### src/rtl/vgmc_pkg.sv
// Package for the vblank genlock margin control block: sizes, codes,
// reset values and the structs that pass between its modules.
// No dependencies.
package vgmc_pkg;

    localparam int HEADS      = 4;
    localparam int HIDX_W     = (HEADS > 1) ? $clog2(HEADS) : 1;
    localparam int TS_W       = 32;
    localparam int LAT_W      = 32;
    localparam int CNT_W      = 9;
    localparam int MARGIN_W   = 8;
    localparam int DRIFT_W    = 34;
    localparam int ACC_W      = 35;
    localparam int CFG_IDX_W  = 3;
    localparam int CFG_DATA_W = 16;

    localparam logic [15:0] FRAME_PERIOD_RST = 16'd16666;
    localparam logic [15:0] DRIFT_WRAP_RST   = 16'd10000;
    localparam logic [15:0] LAT_THRESH_RST   = 16'd33;
    localparam logic [7:0]  REFRACTORY_RST   = 8'd20;
    localparam logic [7:0]  MARGIN_LIMIT_RST = 8'd20;
    localparam logic [7:0]  INIT_MARGIN_RST  = 8'd20;

    typedef enum logic [CFG_IDX_W-1:0] {
        CFG_FRAME_PERIOD = 3'd0,
        CFG_DRIFT_WRAP   = 3'd1,
        CFG_LAT_THRESH   = 3'd2,
        CFG_REFRACTORY   = 3'd3,
        CFG_MARGIN_LIMIT = 3'd4,
        CFG_INIT_MARGIN  = 3'd5
    } cfg_index_t;

    typedef enum logic {
        FUNC_PULSE  = 1'b0,
        FUNC_VBLANK = 1'b1
    } func_t;

    typedef enum logic [1:0] {
        ACT_NONE     = 2'd0,
        ACT_SHORTEN  = 2'd1,
        ACT_LENGTHEN = 2'd2,
        ACT_BLOCKED  = 2'd3
    } action_t;

    typedef struct packed {
        func_t             func;
        logic [1:0]        head;
        logic [TS_W-1:0]   timestamp_us;
    } in_item_t;

    typedef struct packed {
        logic [1:0]              head_out;
        logic signed [LAT_W-1:0] latency_us;
        logic signed [LAT_W-1:0] drift_avg;
        action_t                 action;
        logic [MARGIN_W-1:0]     margin_lines;
    } out_item_t;

    typedef struct packed {
        logic [15:0] frame_period;
        logic [15:0] drift_wrap;
        logic [15:0] lat_thresh;
        logic [7:0]  refractory;
        logic [7:0]  margin_limit;
    } cfg_t;

    // One entry of the per-head state memory
    typedef struct packed {
        logic signed [LAT_W-1:0] last_lat;
        logic signed [LAT_W-1:0] avg;
        logic signed [CNT_W-1:0] count;
        logic [MARGIN_W-1:0]     margin;
    } head_state_t;

    localparam head_state_t STATE_RST = '{
        last_lat: '1,
        avg:      '0,
        count:    {1'b0, REFRACTORY_RST},
        margin:   INIT_MARGIN_RST
    };

    // Most recent write into the state memory, kept for bypass
    typedef struct packed {
        logic              vld;
        logic [HIDX_W-1:0] idx;
        head_state_t       data;
    } wb_t;

    typedef struct packed {
        logic [1:0]              head;
        logic [HIDX_W-1:0]       idx;
        logic signed [LAT_W-1:0] latency;
    } s1_t;

    typedef struct packed {
        logic [1:0]                head;
        logic [HIDX_W-1:0]         idx;
        logic signed [LAT_W-1:0]   latency;
        logic                      prev_pos;
        logic signed [DRIFT_W-1:0] drift;
        logic                      fold_hi;
        logic                      fold_lo;
        head_state_t               st;
    } s2_t;

endpackage

### src/rtl/vgmc_state_ram.sv
// Per-head state memory: one read port with registered data, one write port,
// valid bits standing in for the reset contents, and a last-write register.
// Depends on vgmc_pkg.
module vgmc_state_ram (
    input  logic                       clk,
    input  logic                       rst_n,
    input  logic                       rd_en,
    input  logic [vgmc_pkg::HIDX_W-1:0] rd_idx,
    output vgmc_pkg::head_state_t      rd_data,
    input  logic                       wr_en,
    input  logic [vgmc_pkg::HIDX_W-1:0] wr_idx,
    input  vgmc_pkg::head_state_t      wr_data,
    output vgmc_pkg::wb_t              wb
);
    import vgmc_pkg::*;

    head_state_t       state_mem [HEADS];
    logic [HEADS-1:0]  vld_reg;
    head_state_t       rd_data_reg;
    logic              rd_vld_reg;
    logic              wb_vld_reg;
    logic [HIDX_W-1:0] wb_idx_reg;
    head_state_t       wb_data_reg;

    always_ff @(posedge clk)
    begin
        if (wr_en)
        begin
            state_mem[wr_idx] <= wr_data;
        end
        if (rd_en)
        begin
            rd_data_reg <= state_mem[rd_idx];
        end
    end

    always_ff @(posedge clk or negedge rst_n)
    begin
        if (!rst_n)
        begin
            vld_reg    <= '0;
            rd_vld_reg <= 1'b0;
            wb_vld_reg <= 1'b0;
        end
        else
        begin
            if (wr_en)
            begin
                vld_reg[wr_idx] <= 1'b1;
                wb_vld_reg      <= 1'b1;
            end
            if (rd_en)
            begin
                rd_vld_reg <= vld_reg[rd_idx];
            end
        end
    end

    always_ff @(posedge clk)
    begin
        if (wr_en)
        begin
            wb_idx_reg  <= wr_idx;
            wb_data_reg <= wr_data;
        end
    end

    // An entry never written reads as its reset contents
    assign rd_data = rd_vld_reg ? rd_data_reg : STATE_RST;

    assign wb.vld  = wb_vld_reg;
    assign wb.idx  = wb_idx_reg;
    assign wb.data = wb_data_reg;

endmodule

### src/rtl/vgmc_drift.sv
// First compute stage: merges memory data with pending writes, forms the
// wrapped drift and the folded latency compares. Depends on vgmc_pkg.
module vgmc_drift (
    input  vgmc_pkg::s1_t         s1,
    input  vgmc_pkg::head_state_t rd,
    input  vgmc_pkg::wb_t         wb,
    input  logic                  s2_vld,
    input  vgmc_pkg::s2_t         s2,
    input  vgmc_pkg::cfg_t        cfg,
    output vgmc_pkg::s2_t         s2_next
);
    import vgmc_pkg::*;

    head_state_t               base;
    logic signed [LAT_W-1:0]   prev;
    logic signed [DRIFT_W-1:0] lat_x;
    logic signed [DRIFT_W-1:0] prev_x;
    logic signed [DRIFT_W-1:0] per_s;
    logic signed [DRIFT_W-1:0] half_s;
    logic signed [DRIFT_W-1:0] lim_s;
    logic signed [DRIFT_W-1:0] thr_s;
    logic signed [DRIFT_W-1:0] d0;
    logic signed [DRIFT_W-1:0] dm;
    logic signed [DRIFT_W-1:0] dp;
    logic signed [DRIFT_W-1:0] drift;
    logic signed [DRIFT_W-1:0] folded;

    // The write captured in wb was missed by the read; the item in the next
    // stage has not written yet, so take its latency directly.
    assign base = (wb.vld && (wb.idx == s1.idx)) ? wb.data : rd;
    assign prev = (s2_vld && (s2.idx == s1.idx)) ? s2.latency : base.last_lat;

    assign lat_x  = DRIFT_W'(s1.latency);
    assign prev_x = DRIFT_W'(prev);
    assign per_s  = DRIFT_W'(cfg.frame_period);
    assign half_s = DRIFT_W'(cfg.frame_period >> 1);
    assign lim_s  = DRIFT_W'(cfg.drift_wrap);
    assign thr_s  = DRIFT_W'(cfg.lat_thresh);

    assign d0 = lat_x - prev_x;
    assign dm = lat_x - prev_x - per_s;
    assign dp = lat_x - prev_x + per_s;

    always_comb
    begin
        if (d0 > lim_s)
        begin
            // a period taken off and put back again leaves the raw change
            drift = (dm < -lim_s) ? d0 : dm;
        end
        else if (d0 < -lim_s)
        begin
            drift = dp;
        end
        else
        begin
            drift = d0;
        end
    end

    assign folded = (lat_x > half_s) ? (lat_x - per_s) : lat_x;

    always_comb
    begin
        s2_next          = '0;
        s2_next.head     = s1.head;
        s2_next.idx      = s1.idx;
        s2_next.latency  = s1.latency;
        s2_next.prev_pos = (prev > 0);
        s2_next.drift    = drift;
        s2_next.fold_hi  = (folded > thr_s);
        s2_next.fold_lo  = (folded < -thr_s);
        s2_next.st       = base;
    end

endmodule

### src/rtl/vgmc_update.sv
// Second compute stage: fading average, refractory count and margin step,
// giving the write-back entry and the result. Depends on vgmc_pkg.
module vgmc_update (
    input  vgmc_pkg::s2_t         s2,
    input  vgmc_pkg::wb_t         wb,
    input  vgmc_pkg::cfg_t        cfg,
    output vgmc_pkg::head_state_t wr_data,
    output vgmc_pkg::out_item_t   result
);
    import vgmc_pkg::*;

    localparam logic signed [ACC_W-1:0] AVG_MAX = ACC_W'(32'sh7fff_ffff);
    localparam logic signed [ACC_W-1:0] AVG_MIN = ACC_W'($signed(32'h8000_0000));

    head_state_t             cur;
    head_state_t             nxt;
    logic signed [ACC_W-1:0] avg_x;
    logic signed [ACC_W-1:0] acc;
    logic signed [ACC_W-1:0] quot;
    logic signed [LAT_W-1:0] avg_new;
    logic signed [CNT_W-1:0] cnt_dec;
    logic signed [CNT_W-1:0] reload;
    action_t                 action;

    // Bypass the write made at the edge this item entered the stage
    always_comb
    begin
        cur = s2.st;
        if (wb.vld && (wb.idx == s2.idx))
        begin
            cur.avg    = wb.data.avg;
            cur.count  = wb.data.count;
            cur.margin = wb.data.margin;
        end
    end

    assign avg_x = ACC_W'(cur.avg);
    assign acc   = (avg_x <<< 1) + avg_x + ACC_W'(s2.drift);
    // divide by four, rounding toward zero
    assign quot  = acc[ACC_W-1] ? ((acc + ACC_W'(3)) >>> 2) : (acc >>> 2);

    always_comb
    begin
        if (quot > AVG_MAX)
        begin
            avg_new = AVG_MAX[LAT_W-1:0];
        end
        else if (quot < AVG_MIN)
        begin
            avg_new = AVG_MIN[LAT_W-1:0];
        end
        else
        begin
            avg_new = quot[LAT_W-1:0];
        end
    end

    assign cnt_dec = cur.count - CNT_W'(1);
    assign reload  = {1'b0, cfg.refractory};

    always_comb
    begin
        nxt          = cur;
        nxt.last_lat = s2.latency;
        action       = ACT_NONE;
        if (s2.prev_pos)
        begin
            nxt.avg   = avg_new;
            nxt.count = cnt_dec;
            if (cnt_dec <= 0)
            begin
                if (s2.fold_hi && (avg_new > 0))
                begin
                    nxt.count = reload;
                    if (cur.margin == '0)
                    begin
                        action = ACT_BLOCKED;
                    end
                    else
                    begin
                        nxt.margin = cur.margin - MARGIN_W'(1);
                        action     = ACT_SHORTEN;
                    end
                end
                else if (s2.fold_lo && (avg_new < 0))
                begin
                    nxt.count = reload;
                    if (cur.margin >= cfg.margin_limit)
                    begin
                        action = ACT_BLOCKED;
                    end
                    else
                    begin
                        nxt.margin = cur.margin + MARGIN_W'(1);
                        action     = ACT_LENGTHEN;
                    end
                end
                else
                begin
                    nxt.count = CNT_W'(1);
                end
            end
        end
    end

    assign wr_data = nxt;

    assign result.head_out     = s2.head;
    assign result.latency_us   = s2.latency;
    assign result.drift_avg    = nxt.avg;
    assign result.action       = action;
    assign result.margin_lines = nxt.margin;

endmodule

### src/rtl/vblank_genlock_margin_control.sv
// Top level of the vblank genlock margin control block; uses vgmc_pkg,
// vgmc_state_ram, vgmc_drift and vgmc_update. The block takes one event per
// clock unless out_ready holds back a full pipeline, pulse or vblank, any mix
// of heads, including the same head in consecutive cycles; a vblank request
// is registered with its read of the per-head state memory, then passes the
// drift stage and the update stage into the registered out_valid result.
// Pending writes to the same head are forwarded, so there are no interlock
// bubbles, and pulse events produce no result and occupy no stage. The state
// memory needs no clearing pass: per-head valid bits make unwritten entries
// read as their reset values. Configuration writes are taken every cycle and
// must be made only while the pipeline is empty; initial_margin seeds state
// only by its reset value, and refractory writes set the count reload.
module vblank_genlock_margin_control (
    input  logic                              clk,
    input  logic                              rst_n,
    input  logic                              in_valid,
    output logic                              in_ready,
    input  vgmc_pkg::in_item_t                in_data,
    output logic                              out_valid,
    input  logic                              out_ready,
    output vgmc_pkg::out_item_t               out_data,
    input  logic                              cfg_valid,
    output logic                              cfg_ready,
    input  logic [vgmc_pkg::CFG_IDX_W-1:0]    cfg_index,
    input  logic [vgmc_pkg::CFG_DATA_W-1:0]   cfg_data
);
    import vgmc_pkg::*;

    cfg_t              cfg_reg;
    cfg_t              cfg_next;
    logic [TS_W-1:0]   pulse_reg;
    logic [TS_W-1:0]   pulse_next;
    logic              s1_vld_reg;
    s1_t               s1_reg;
    logic              s2_vld_reg;
    s2_t               s2_reg;
    s2_t               s2_next;
    logic              out_vld_reg;
    out_item_t         out_reg;

    logic              accept;
    logic              vb_accept;
    logic              head_ok;
    logic [HIDX_W-1:0] in_idx;
    logic              out_take;
    logic              s2_go;
    logic              s2_free;
    logic              s1_free;
    head_state_t       rd_data;
    head_state_t       wr_data;
    wb_t               wb;
    out_item_t         result;

    // ---- configuration
    assign cfg_ready = 1'b1;

    always_comb
    begin
        cfg_next = cfg_reg;
        if (cfg_valid)
        begin
            case (cfg_index)
                CFG_FRAME_PERIOD: cfg_next.frame_period = cfg_data;
                CFG_DRIFT_WRAP:   cfg_next.drift_wrap   = cfg_data;
                CFG_LAT_THRESH:   cfg_next.lat_thresh   = cfg_data;
                CFG_REFRACTORY:   cfg_next.refractory   = cfg_data[7:0];
                CFG_MARGIN_LIMIT: cfg_next.margin_limit = cfg_data[7:0];
                // initial margin acts only through its reset value: drop
                CFG_INIT_MARGIN:  cfg_next = cfg_reg;
                default:          cfg_next = cfg_reg;
            endcase
        end
    end

    // ---- pipeline handshake
    assign out_take = !out_vld_reg || out_ready;
    assign s2_go    = s2_vld_reg && out_take;
    assign s2_free  = !s2_vld_reg || out_take;
    assign s1_free  = !s1_vld_reg || s2_free;
    assign in_ready = s1_free;

    assign accept    = in_valid && in_ready;
    assign head_ok   = (int'(in_data.head) < HEADS);
    assign vb_accept = accept && (in_data.func == FUNC_VBLANK) && head_ok;
    assign in_idx    = HIDX_W'(in_data.head);

    assign pulse_next = (accept && (in_data.func == FUNC_PULSE))
                        ? in_data.timestamp_us : pulse_reg;

    always_ff @(posedge clk or negedge rst_n)
    begin
        if (!rst_n)
        begin
            cfg_reg.frame_period <= FRAME_PERIOD_RST;
            cfg_reg.drift_wrap   <= DRIFT_WRAP_RST;
            cfg_reg.lat_thresh   <= LAT_THRESH_RST;
            cfg_reg.refractory   <= REFRACTORY_RST;
            cfg_reg.margin_limit <= MARGIN_LIMIT_RST;
            pulse_reg            <= '0;
            s1_vld_reg           <= 1'b0;
            s2_vld_reg           <= 1'b0;
            out_vld_reg          <= 1'b0;
        end
        else
        begin
            cfg_reg   <= cfg_next;
            pulse_reg <= pulse_next;
            if (s1_free)
            begin
                s1_vld_reg <= vb_accept;
            end
            if (s2_free)
            begin
                s2_vld_reg <= s1_vld_reg;
            end
            if (out_take)
            begin
                out_vld_reg <= s2_vld_reg;
            end
        end
    end

    always_ff @(posedge clk)
    begin
        if (s1_free)
        begin
            s1_reg.head    <= in_data.head;
            s1_reg.idx     <= in_idx;
            s1_reg.latency <= $signed(in_data.timestamp_us - pulse_reg);
        end
        if (s2_free)
        begin
            s2_reg <= s2_next;
        end
        if (s2_go)
        begin
            out_reg <= result;
        end
    end

    vgmc_state_ram u_ram (
        .clk     (clk),
        .rst_n   (rst_n),
        .rd_en   (accept),
        .rd_idx  (in_idx),
        .rd_data (rd_data),
        .wr_en   (s2_go),
        .wr_idx  (s2_reg.idx),
        .wr_data (wr_data),
        .wb      (wb)
    );

    vgmc_drift u_drift (
        .s1      (s1_reg),
        .rd      (rd_data),
        .wb      (wb),
        .s2_vld  (s2_vld_reg),
        .s2      (s2_reg),
        .cfg     (cfg_reg),
        .s2_next (s2_next)
    );

    vgmc_update u_update (
        .s2      (s2_reg),
        .wb      (wb),
        .cfg     (cfg_reg),
        .wr_data (wr_data),
        .result  (result)
    );

    assign out_valid = out_vld_reg;
    assign out_data  = out_reg;

    // ---- assertions
    a_s2_to_out: assert property (@(posedge clk) disable iff (!rst_n)
        s2_go |=> out_vld_reg)
        else $error("update stage result not registered at the output");

    a_empty_ready: assert property (@(posedge clk) disable iff (!rst_n)
        (!s1_vld_reg && !s2_vld_reg && !out_vld_reg) |-> in_ready)
        else $error("empty pipeline refuses a request");

    a_vb_enters: assert property (@(posedge clk) disable iff (!rst_n)
        vb_accept |=> s1_vld_reg)
        else $error("accepted vblank request lost before the drift stage");

    a_s1_hold: assert property (@(posedge clk) disable iff (!rst_n)
        (s1_vld_reg && !s2_free) |=> (s1_vld_reg && $stable(s1_reg)))
        else $error("drift stage item changed while blocked");

endmodule
### config.mk
export PLATFORM = sky130hd
export DESIGN_NAME = vblank_genlock_margin_control
export DESIGN_NICKNAME = d
export VERILOG_FILES = /design/src/rtl/vgmc_pkg.sv /design/src/rtl/vgmc_state_ram.sv /design/src/rtl/vgmc_drift.sv /design/src/rtl/vgmc_update.sv /design/src/rtl/vblank_genlock_margin_control.sv
export SDC_FILE = /design/constraint.sdc
export NUM_CORES = 1
export LEC_CHECK = 0
export BUFFER_PORTS_ARGS = -buffer_cell sky130_fd_sc_hd__buf_2
export CAP_MARGIN = 10
export CORE_ASPECT_RATIO = 0.7
export CORE_MARGIN = 2
export CORE_UTILIZATION = 37
export CTS_BUF_LIST = sky130_fd_sc_hd__clkbuf_8
export CTS_CLUSTER_SIZE = 12
export DETAILED_ROUTE_END_ITERATION = 7
export SLEW_MARGIN = 15
export SYNTH_ARGS = -nofsm -noshare
export SYNTH_HDL_FRONTEND = slang
export SYNTH_SLANG_ARGS = --single-unit
### constraint.sdc
create_clock -name clk -period 27.8 [get_ports clk]
set_input_delay 5.56 -clock clk [delete_from_list [all_inputs] [get_ports clk]]
set_output_delay 5.56 -clock clk [all_outputs]
set_load 0.02 [all_outputs]
# ---- Word level (Yosys, flattened, before mapping)
# Memories as Yosys holds them, arrays and structs flattened. A register that Yosys moved wholly into a read port is not among the register bits.
# Index checks and enable logic that the tools add are counted.
# W data, S select, Z words.
dict set report classes {
  n_reduce_logical 24
  bitwise_logic 2
  eq_ne 7
  n_lt_le_gt_ge 16
  mux 28
  add_sub_neg 13
}
# cell n
set ops {}
lappend ops {{$mux W81} 2}
lappend ops {{$mux W34} 4}
lappend ops {{$lt A34 B34 Y1} 3}
lappend ops {{$mux W49} 2}
lappend ops {{$mux W32} 3}
lappend ops {{$gt A34 B17 Y1} 2}
lappend ops {{$neg A16 Y34} 2}
lappend ops {{$gt A32 B1 Y1 const B} 2}
lappend ops {{$add A34 B34 Y35} 1}
lappend ops {{$add A35 B3 Y35 const B} 1}
lappend ops {{$gt A35 B32 Y1 const B} 1}
lappend ops {{$lt A35 B32 Y1 const B} 1}
lappend ops {{$mux W35} 1}
lappend ops {{$add A33 B32 Y34} 1}
lappend ops {{$add A34 B17 Y34} 1}
lappend ops {{$mux W17} 2}
lappend ops {{$sub A34 B17 Y34} 1}
lappend ops {{$sub A32 B17 Y33} 1}
lappend ops {{$sub A32 B32 Y33} 1}
lappend ops {{$gt A32 B16 Y1} 1}
lappend ops {{$lt A32 B1 Y1 const B} 1}
lappend ops {{$mux W8} 4}
lappend ops {{$sub A32 B32 Y32} 1}
lappend ops {{$reduce_and A2 Y1} 6}
lappend ops {{other kinds (22)} 45}
dict set report word_totals {
  input_bits 59
  word_cells 120
  out_inout_bits 79
  reg_bits 344
  ramBits 324
  memories 1
}
# name depth width read_ports rd_clocked_by_memory_dff write_ports line
set mem_list {}
lappend mem_list {u_ram.state_mem 4 81 1 1 1 vgmc_state_ram.sv:17} ;# head_state_t state_mem [HEADS];

# ---- Longest topological paths before layout
dict set report depth {
  depth_word 16
  depth_mapped 42
}

# ---- Cells and area by module
# Synthesis repeated with hierarchy kept, for this count alone.
dict set report unflattened {
  hier_cells 4088
  area_unflattened_um2 49966.7
}
# module seq_area_each_um2 area_each_um2 cells_per_inst n_inst
set modules_own_cells {}
lappend modules_own_cells {vgmc_state_ram 14804.2 17418.0 699 1}
lappend modules_own_cells {vblank_genlock_margin_control 10425.0 13525.5 770 1}
lappend modules_own_cells {vgmc_drift 0.0 11659.9 1582 1}
lappend modules_own_cells {vgmc_update 0.0 7363.3 1037 1}

# ---- Worst setup path after synthesis
# OpenSTA, ideal clock, no wires.
dict set report synth_path {
  kind {input port to flip-flop}
  startpoint {input out_ready}
  endpoint {register u_ram.vld_reg[0]}
  setup_time_ps 102
  stages 5
  path_buffers 1
  t_required_ps 27698
  arrival_time_ps 14676
  setup_slack_ps 13022
  path_cell_list {nand2b_1 > and2_1 > clkbuf_1 > nor3b_1 > or2_2}
}
dict set report synth_via {
  elab_chain_cells 2
}
# item line
set synth_lines {}
lappend synth_lines {{start, declared} vblank_genlock_margin_control.sv:20} ;# input logic out_ready,
lappend synth_lines {{$logic_or A1 B1 Y1} vblank_genlock_margin_control.sv:76} ;# assign out_take = !out_vld_reg || out_ready;
lappend synth_lines {{$logic_and A1 B1 Y1} vblank_genlock_margin_control.sv:77} ;# assign s2_go = s2_vld_reg && out_take;
lappend synth_lines {{named net s2_go} vblank_genlock_margin_control.sv:46} ;# logic s2_go;
lappend synth_lines {{end signal, assigned} vgmc_state_ram.sv:41} ;# vld_reg <= '0;
lappend synth_lines {{end signal, assigned by index} vgmc_state_ram.sv:49} ;# vld_reg[wr_idx] <= 1'b1;
lappend synth_lines {{end, declared} vgmc_state_ram.sv:18} ;# logic [HEADS-1:0] vld_reg;
# The timed path passes the listed nets, and every way through them passes these cells.
# A chain may end at the register's enable or synchronous reset.

# ---- Worst setup path after layout
dict set report layout_path {
  startpoint {input out_ready}
  endpoint {output in_ready}
}
dict set report layout_via {
  elab_chain_cells 3
}
# item line
set layout_lines {}
lappend layout_lines {{$logic_or A1 B1 Y1} vblank_genlock_margin_control.sv:76}
lappend layout_lines {{$logic_or A1 B1 Y1} vblank_genlock_margin_control.sv:78} ;# assign s2_free = !s2_vld_reg || out_take;
lappend layout_lines {{$logic_or A1 B1 Y1} vblank_genlock_margin_control.sv:79} ;# assign s1_free = !s1_vld_reg || s2_free;
lappend layout_lines {{end, declared} vblank_genlock_margin_control.sv:17} ;# output logic in_ready,
# No other way between the ends.

==> reports/metrics.csv <==
stage,metric,value,unit
clock_network,post-CTS setup repair buffer count,0,
synth,synthesized area,44900,sq um
grt,pin count of the biggest net entering global routing,65,
final_layout,share of cells above drive strength 1,15.2,%
grt,GRT Residual Overflow,0,
route,Vias/cell,5.59,
final_layout,max reg flops,324,
synth,Post-synth EDFFs,644,
route,WL per Instance,22.6,microns
worst_setup_path,crit path max fanout,4,
sta,fmax,83.0,MHz
synth,top-count cell post-synth,edfxtp_1,
grt,grt met3 use,4.28,%
worst_setup_path,reg-to-reg setup timing slack,17.16,ns
route,DR vias,32200,
placed_design,routability congestion estimate,0.932,
final_layout,final non-filler cell total,5747,
floorplan,Die ar.,124000,sq um
clock_network,clock slew at reported path FFs,0.06,ns
floorplan,die height,295,microns
grt,met1 Usage GRT,32.9,%
floorplan,io pins,138,
run,Max-cap violations,0,
grt,gr usage total,20.8,%
worst_setup_path,CP endpoint kind,primary output,
sta,TNS Setup,0,ns
clock_network,CTS tree,done,
sta,relative slew slack,26.4,%
sta,worst slew pin tran,1.10,ns
final_layout,Fillers,11600,
final_layout,Post-layout nets,4435,
synth,commonest cells in the netlist,"644 x edfxtp_1, 311 x ha_1, 288 x nand2_1, 262 x nor2_1, 256 x o21ai_0",
grt,initial antenna violation count,9,
route,number of routed nets with antenna violations,0,
route,DRC,0,
final_layout,Layout area overhead,9.85,%
clock_network,Max Root-Sink Buffers,3,
synth,Seq cells post-synth,749,
sta,worst clock skew,0.0539,ns
placed_design,Placed Cells,5530,
synth,Ys Warns,0,
clock_network,post-CTS resize count,0,
clock_network,H-tree lvl count,3,
floorplan,area of the core,120000,sq um
worst_setup_path,worst flop-to-flop path endpoint,s2_reg[85],
synth,share of flip-flops with an asynchronous set or reset,14.0,%
synth,cell taking the most area after synthesis,edfxtp_1,
final_layout,sequential cell area,22000,sq um
status,status,"finished, final reports clean",
placed_design,IO Port Bufs,136,
placed_design,Final HPWL DP,92200,microns
placed_design,worst slack at placement,15.75,ns
sta,unrepaired setup endpoints after global routing,no,
sta,Final Max Tran Viols,0,
final_layout,footprint of the multi-input gates,21100,sq um
worst_setup_path,critical path data required time,22.24,ns
synth,Synth Flop Type,edfxtp_1,
worst_hold_path,worst min-delay path class,flop to flop,
synth,Cells after Synth,3927,
synth,register area share after synthesis,49.0,%
worst_hold_path,Hold Path Sink,u_ram.vld_reg[3],
sta,minimum clock period,12.05,ns
clock_network,cts bufs inserted,118,
worst_setup_path,crit path launch type,input port,
clock_network,post-cts hold buffer count,0,
sta,minimum hold slack,0.467,ns
synth,post-synth net total,4332,
synth,syn_area_per_cell,11.4,sq um
worst_setup_path,crit path DAT,6.49,ns
grt,vias in the first global route,30700,
grt,first-pass GRT wire length,195000,microns
synth,Yosys cell types,113,
worst_setup_path,reg2reg start,u_ram.wb_idx_reg[0],
clock_network,Clock Sinks,749,
route,first-pass detailed-route iteration total,6,
synth,area fraction of the dominant cell type after synthesis,43.1,%
worst_hold_path,hold depth,1,
grt,met2 GRT Util,28.8,%
worst_setup_path,worst setup path category,input port to primary output,
grt,GR peak layer,met1,
floorplan,row count,106,
sta,worst setup margin,15.75,ns
route,Total Wirelength,130000,microns
sta,Tcrit/Tclk final,43.4,%
sta,final hold vios,0,
worst_setup_path,reg2reg path depth,32,
clock_network,Clock Latency Late Sink,0.83,ns
floorplan,Die W,420,microns
floorplan,Initial Util,37.4,%
clock_network,Clock Root Buffer,clkbuf_8,
route,initial DRC count,3214,
sta,final setup violation count,0,
worst_hold_path,hold path startpoint,u_ram.vld_reg[3],
synth,synth top area cells,"edfxtp_1 43%, ha_1 8.7%, dfrtp_1 5.0%, mux4_2 4.1%, o21ai_0 2.9%",
-- worst max path at each step --
stage          startpoint                to  slack (ns)  depth (start not counted)
6_report        out_ready          in_ready       15.75                          5
2_1_floorplan   out_ready  u_ram.vld_reg[0]       13.02                          5
4_1_cts         out_ready          in_ready       15.74                          5
5_1_grt         out_ready          in_ready       15.71                          5
3_5_place_dp    out_ready          in_ready       15.75                          5
3_3_place_gp    out_ready          in_ready       15.75                          5
-- layout by cell type, fill, tap and decap left out, types with 44 or more instances in the layout --
master / count
inv_1: 255
ha_1: 311
xnor2_1: 125
buf_4: 65
nor3_1: 84
nand4_1: 62
edfxtp_1: 644
nand2b_1: 46
a21o_1: 87
mux4_2: 82
nand2_1: 287
nor3b_1: 44
mux2_2: 86
dfrtp_1: 88
xor2_1: 53
nand3_1: 115
clkbuf_8: 122
buf_2: 133
o21ai_0: 256
a21oi_1: 180
nor2_1: 260
-- metrics by stage --
stage	cell area, sq um	utilization, %
floorplan	44900	-
global placement	47100	39.2
detailed placement	47100	39.2
CTS	49300	41.1
global route	49300	41.1
finish	49300	41.1
-- cell type report --
class | instances | share of cell area, %
Clock inverter | 92 | 1.18
Inverter | 218 | 1.66
Tap cell | 1620 | 4.11
Sequential cell | 749 | 44.6
Clock buffer | 122 | 3.40
Antenna cell | 3 | 0.0152
Timing Repair Buffer | 199 | 2.36
Multi-Input combinational cell | 2744 | 42.7
-- metal layers --
| metal | part of all wire, % | wire length [microns] |
|---|---|---|
| met3 | 8.6 | 11100 |
| met2 | 40 | 52200 |
| met1 | 49 | 64200 |
| met5 | 0.016 | 21 |
| met4 | 1.7 | 2250 |
-- kinds of logic (layout without fill, tap and decap cells) --
family	count (synthesis)	count (layout)	share of synthesized area, %
compound gates	860	860	12.8
xor+xnor	180	180	3.54
fa+ha+maj	347	347	10.2
buf+inv	434	631	4.39
flops	749	749	49.0
mux	198	198	6.94
other cells	1	4	0.00835
simple gates	1158	1158	13.1
-- worst max-delay path: stages --
cell     delay, ns
buf_2         0.13
nor2b_1       0.30
nand3_2       0.10
buf_4         0.21
buf_2         0.18
Power is left out: the tool's default activity adds up to more than one toggle a clock period on the data nets, which glitch-free logic cannot reach.
